File: src/design/jsp_pkg.sv
// Shared types and constants for the junction speed planner.
package jsp_pkg;

  // Fraction bits of speeds, accelerations, lengths and deviations. Every root
  // halves a doubled fraction, so the datapath does not depend on this value.
  localparam int SPEED_FRAC_BITS = 16;
  localparam logic signed [35:0] COS_LIMIT = 36'sd1073634450;
  localparam logic [31:0] JDEV_RESET = 32'd3277;

  localparam logic [1:0] REG_JDEV = 2'd0;
  localparam logic [1:0] REG_ZDEV = 2'd1;
  localparam logic [1:0] REG_ZEN = 2'd2;
  localparam logic [1:0] REG_MINSPD = 2'd3;

  // One classified segment, as handed from the front end to the back end.
  typedef struct packed {
    logic        corner;      // corner cap applies
    logic        limit_min;   // vmax starts from min(prev, nominal)
    logic [29:0] half;        // (2^30 - cos) / 2
    logic [31:0] dev;
    logic [31:0] pnom;
    logic [31:0] nominal;
    logic [31:0] accel;
    logic [31:0] seg_length;
    logic        primary;
  } seg_t;

endpackage

File: src/design/jsp_front.sv
// Front end: register port, segment classification and the cosine.
module jsp_front import jsp_pkg::*; (
  input  logic               clk,
  input  logic               rst,
  input  logic               psel,
  input  logic               penable,
  input  logic               pwrite,
  input  logic [3:0]         paddr,
  input  logic [31:0]        pwdata,
  output logic [31:0]        prdata,
  input  logic               in_valid,
  output logic               in_ready,
  input  logic [23:0]        steps_x,
  input  logic [23:0]        steps_y,
  input  logic [23:0]        steps_z,
  input  logic               has_direction,
  input  logic signed [15:0] dir_x,
  input  logic signed [15:0] dir_y,
  input  logic signed [15:0] dir_z,
  input  logic [31:0]        cruise_speed,
  input  logic [31:0]        accel,
  input  logic [31:0]        seg_length,
  output logic [31:0]        min_speed,
  output logic               q_valid,
  input  logic               q_ready,
  output seg_t               q_data
);

  logic [31:0] jdev, zdev, minspd;
  logic        zen;
  logic signed [15:0] pdx, pdy, pdz;
  logic [31:0] pspd;
  logic        pprim, havep;

  // Stage 1 holds the products; the queue register takes the classified segment.
  logic        s1_valid;
  logic signed [31:0] m_x, m_y, m_z;
  logic        s1_use;
  logic [31:0] s1_dev, s1_pnom;
  logic [31:0] s1_nominal, s1_accel, s1_len;
  logic        s1_prim;
  seg_t        q_next;

  logic [1:0] ra;
  assign ra = paddr[3:2];

  always_ff @(posedge clk) begin
    if (rst) begin
      jdev <= JDEV_RESET;
      zdev <= '0;
      zen <= 1'b0;
      minspd <= '0;
    end else if (psel && penable && pwrite) begin
      unique case (ra)
        REG_JDEV:   jdev <= pwdata;
        REG_ZDEV:   zdev <= pwdata;
        REG_ZEN:    zen <= pwdata[0];
        REG_MINSPD: minspd <= pwdata;
        default:    ;
      endcase
    end
  end

  always_comb begin
    unique case (ra)
      REG_JDEV:   prdata = jdev;
      REG_ZDEV:   prdata = zdev;
      REG_ZEN:    prdata = {31'd0, zen};
      REG_MINSPD: prdata = minspd;
      default:    prdata = '0;
    endcase
  end
  assign min_speed = minspd;

  logic xy0, prim, acc_in;
  logic [31:0] dev_c;
  always_comb begin
    xy0 = (steps_x == '0) && (steps_y == '0);
    prim = !(xy0 && steps_z == '0);
    dev_c = (xy0 && steps_z != '0 && zen) ? zdev : jdev;
  end

  assign in_ready = !s1_valid && !(q_valid && !q_ready);
  assign acc_in = in_valid && in_ready;

  logic signed [35:0] cosv;
  logic [35:0] omc;
  assign cosv = -(36'(m_x) + 36'(m_y) + 36'(m_z));
  assign omc = 36'sd1073741824 - cosv;

  logic lim;
  always_comb begin
    lim = s1_use && s1_dev != '0 && s1_pnom != '0 && cosv <= COS_LIMIT;
    q_next.corner = lim && cosv >= -COS_LIMIT;
    q_next.limit_min = lim;
    q_next.half = omc[30:1];
    q_next.dev = s1_dev;
    q_next.pnom = s1_pnom;
    q_next.nominal = s1_nominal;
    q_next.accel = s1_accel;
    q_next.seg_length = s1_len;
    q_next.primary = s1_prim;
  end

  always_ff @(posedge clk) begin
    if (rst) begin
      s1_valid <= 1'b0;
      q_valid <= 1'b0;
      pdx <= '0; pdy <= '0; pdz <= '0;
      pspd <= '0; pprim <= 1'b0; havep <= 1'b0;
    end else begin
      // Stage 1 only fills while the queue is empty or draining, so it always
      // finds the queue free in the next cycle.
      if (s1_valid) begin
        q_valid <= 1'b1;
        q_data <= q_next;
      end else if (q_ready) begin
        q_valid <= 1'b0;
      end
      if (acc_in) begin
        s1_valid <= 1'b1;
        m_x <= 32'(pdx) * 32'(dir_x);
        m_y <= 32'(pdy) * 32'(dir_y);
        m_z <= 32'(pdz) * 32'(dir_z);
        s1_use <= has_direction && havep;
        s1_dev <= dev_c;
        s1_pnom <= pprim ? pspd : '0;
        s1_nominal <= cruise_speed;
        s1_accel <= accel;
        s1_len <= seg_length;
        s1_prim <= prim;
        pdx <= has_direction ? dir_x : '0;
        pdy <= has_direction ? dir_y : '0;
        pdz <= has_direction ? dir_z : '0;
        pspd <= cruise_speed;
        pprim <= prim;
        havep <= 1'b1;
      end else begin
        s1_valid <= 1'b0;
      end
    end
  end

endmodule

File: config.mk
export PLATFORM = sky130hd
export DESIGN_NAME = jsp_front
export DESIGN_NICKNAME = d
export VERILOG_FILES = /design/src/design/jsp_pkg.sv /design/src/design/jsp_front.sv
export SDC_FILE = /design/constraint.sdc
export NUM_CORES = 2
export LEC_CHECK = 0
export ABC_CLOCK_PERIOD_IN_PS = 31900
export BUFFER_PORTS_ARGS = -buffer_cell sky130_fd_sc_hd__buf_2
export CAP_MARGIN = 20
export CORE_MARGIN = 10
export CORE_UTILIZATION = 68
export CTS_BUF_LIST = sky130_fd_sc_hd__clkbuf_8
export DETAILED_ROUTE_END_ITERATION = 10
export GPL_ROUTABILITY_DRIVEN = 0
export PLACE_DENSITY = 0.9
export SETUP_SLACK_MARGIN = 0.15
export SYNTH_ARGS = -nofsm -noshare
export SYNTH_HDL_FRONTEND = slang
export SYNTH_SLANG_ARGS = --single-unit
export TNS_END_PERCENT = 100
File: constraint.sdc
create_clock -name clk -period 31.9 [get_ports clk]
set_clock_uncertainty 0.15 [all_clocks]
set_input_delay 4.785 -clock clk [delete_from_list [all_inputs] [get_ports clk]]
set_output_delay 4.785 -clock clk [all_outputs]
set_load 0.01 [all_outputs]
==> results.toml <==
[worst_setup_path]
criticalPathCategory = "input pin to output pin"
cp_data_arrival_time_ps = 6610
critPathSlowestCell = "buf_4"
cp_max_fo = 39
critical_path.cell_chain = "buf_2 -> buf_4 -> and2_1 -> buf_4 -> nand2_1 -> o21ai_0 -> buf_2"
critical_path_required_ps = 26970
cp-start-kind = "input pin"
endpoint_kind = "output pin"
cpPeakStageDelay_ps = 580

[sta]
final.setup.worst_slack_ps = 20360
max_freq_mhz = 86.63
report.final.slew_viol_count = 0
report.final.setup_viol = 0
transition_time_at_the_pin_with_the_least_slew_margin_ps = 1417
worst_slew_margin_rel_pct = 4.728
setup-tns-final_ps = 0
final_hold_viol_count = 0
fin_crit_sh_pct = 36.19
rsz_0062_raised_after_global_routing = "no"
time_the_final_worst_path_needs_with_i_o_delays_and_setup_ps = 11540

[die]
row_count = 103
ios = 519
core_area_um2 = 79260
start_util_pct = 68.90
die_x_um = 303.4
die_height_um = 303.4
fp.dieArea_um2 = 92040

[grt]
grt_max_degree = 189
grt_pass1_wl_um = 226600
grt_antenna_before_repair = 26
grt_use_total_pct = 31.51
grt.overflow.total = 0
first_global_vias = 42720

[drt]
residual_drc_count = 0
detail-route-antenna-nets = 0
first_pass_iters = 6
wire_per_inst_um = 22.08
routed_wl_um = 149100
num_vias = 40660
first_iter_violations = 4113
avgViaCountPerCell = 6.021

[cells_and_area]
largest_reg_flops = 193
final_net_count = 6985
finish.utilization_pct = 75.83
largest_register = "q_data"
final_cell_mix = "inv_1, fa_1, nand2_1"
layout-drive-gt1-share_pct = 13.08
flow.area_growth_from_synthesis_pct = 10.06
mostFrequentLayoutCell = "inv_1"
final.fill_count = 4755

[clock_tree]
clock-root-buffer = "clkbuf_8"
cts-hold-fix-buffers = 0
post-cts-setup-buffers = 0
cts_resized = 0
worst_skew_pair.late_latency_ps = 740
h_tree_levels = 3
clockBufferDepth = 3
clk_pin_slew_worst_paths_ps = 70
tritoncts = "built"
cts.sinks = 632
tritoncts.num_buffers = 95

[synth]
synth-edff-count = 451
synthesized_net_count = 6547
yosysWarnings = 0
synth_flop_cell = "edfxtp_1"
postSynthRegisterBits = 632
synth_area_um2 = 54600
asyncSetResetFlopFracSynth_pct = 0
postSynthCellCount = 5154
netlist-cell-type-count = 86
synthesized_area_divided_by_synthesized_cell_count_um2 = 10.59
synth-seq-area-share_pct = 31.44

[min_path]
hp-class = "flip-flop to flip-flop"

[power]
power_mw = 3.672
power_density_nw_per_um2 = 61.10
static_power_due_to_leakage_nw = 28.21
max-vdd-ir-drop_mv = 0.1055

[place]
post-place-ws_ps = 20050
port_buffers = 516
dp_hpwl_um = 110000

[job]
max-cap-violations = 0

[outcome]
outcome = "complete, no violations"
[critical path, delay by kind of cell]
kind	cells	cell delay, ps
AND/OR/NAND/NOR	2	380
buffers and inverters	4	1250
AO/OA/AOI/OAI	1	140
[path summary, 6_finish.rpt]
check | to | slack [ps] | from | depth (start not counted)
worst max-delay path | prdata[3] | 20360 | paddr[2] | 7
worst min-delay path | q_data[62]$_DFFE_PP_ | 240 | s1_accel[29]$_DFFE_PP_ | 0
worst max register to register | m_z[31]$_DFFE_PP_ | 24230 | pdz[7]$_SDFFE_PP0P_ | 22
worst min register to register | q_data[62]$_DFFE_PP_ | 240 | s1_accel[29]$_DFFE_PP_ | 0
[area by class of cell]
type | count | area (um^2) | share of cell area [%]
Timing Repair Buffer | 534 | 2753 | 4.580
Multi-Input combinational cell | 3368 | 33140 | 55.14
Tap cell | 1050 | 1314 | 2.186
Sequential cell | 632 | 17170 | 28.56
Clock inverter | 71 | 583.1 | 0.9702
Inverter | 961 | 3607 | 6.002
Clock buffer | 106 | 1459 | 2.428
Antenna cell | 31 | 77.57 | 0.1291
[where the power goes]
part	switching, mW	internal (mW)
combinational	1.19	0.716
clock	0.354	0.371
sequential	0.0425	1.00
[cell families after synthesis]
kind of cell / count (synthesis) / share of synthesized area, %
multiplexers: 67 / 1.324
flip-flops: 632 / 31.44
adder cells (fa/ha/maj): 1133 / 37.21
buffers and inverters: 1154 / 7.956
XOR/XNOR: 153 / 2.482
AND/OR/NAND/NOR: 1474 / 13.16
AO/OA/AOI/OAI: 541 / 6.432
[per-layer routing]
layer	track usage, %	share of wire, %
met5	0	0.017
met4	22.87	8.0
met3	7.155	10
met2	52.42	49
met1	35.66	32
[synthesized netlist by cell type, types with 4 or more instances]
library cell / count / area share [%]
nor2b_1: 14 / 0.16
dfxtp_1: 181 / 6.6
nand3_1: 33 / 0.30
mux2_2: 32 / 0.66
nand4b_1: 4 / 0.064
or2_2: 9 / 0.10
a211o_1: 6 / 0.096
nor4_1: 34 / 0.39
a22o_1: 49 / 0.79
buf_1: 8 / 0.055
a2111oi_0: 5 / 0.080
a21oi_1: 197 / 1.8
a31oi_1: 14 / 0.16
buf_2: 4 / 0.037
o31ai_1: 6 / 0.082
nor3b_1: 4 / 0.055
fa_1: 818 / 30
nand3b_1: 11 / 0.15
ha_1: 315 / 7.2
o21a_1: 23 / 0.32
xor2_1: 44 / 0.71
and2_1: 412 / 4.7
xnor2_1: 107 / 1.7
and3_1: 16 / 0.18
a41oi_1: 4 / 0.064
o21bai_1: 20 / 0.27
mux2i_1: 34 / 0.62
a21boi_0: 4 / 0.055
a221oi_1: 4 / 0.064
clkbuf_1: 180 / 1.2
nand2_1: 696 / 4.8
edfxtp_1: 451 / 25
o211ai_1: 14 / 0.19
o21ai_0: 89 / 0.82
nand4_1: 24 / 0.27
nor2_1: 125 / 0.86
or3_1: 9 / 0.10
nor3_1: 40 / 0.37
a21o_1: 40 / 0.55
nand2b_1: 26 / 0.30
inv_1: 961 / 6.6
a211oi_1: 18 / 0.25
a2bb2oi_1: 4 / 0.064
[metrics by stage]
step,hold slack (ps),instances,instance area (um^2)
floorplan,250.3,5154,54600
global placement,250.2,6544,57950
detailed placement,254.5,6544,57950
CTS,237.9,6721,59990
global route,265.0,6747,60080
finish,240.8,6753,60100
Power figures use the tool's default switching activity.
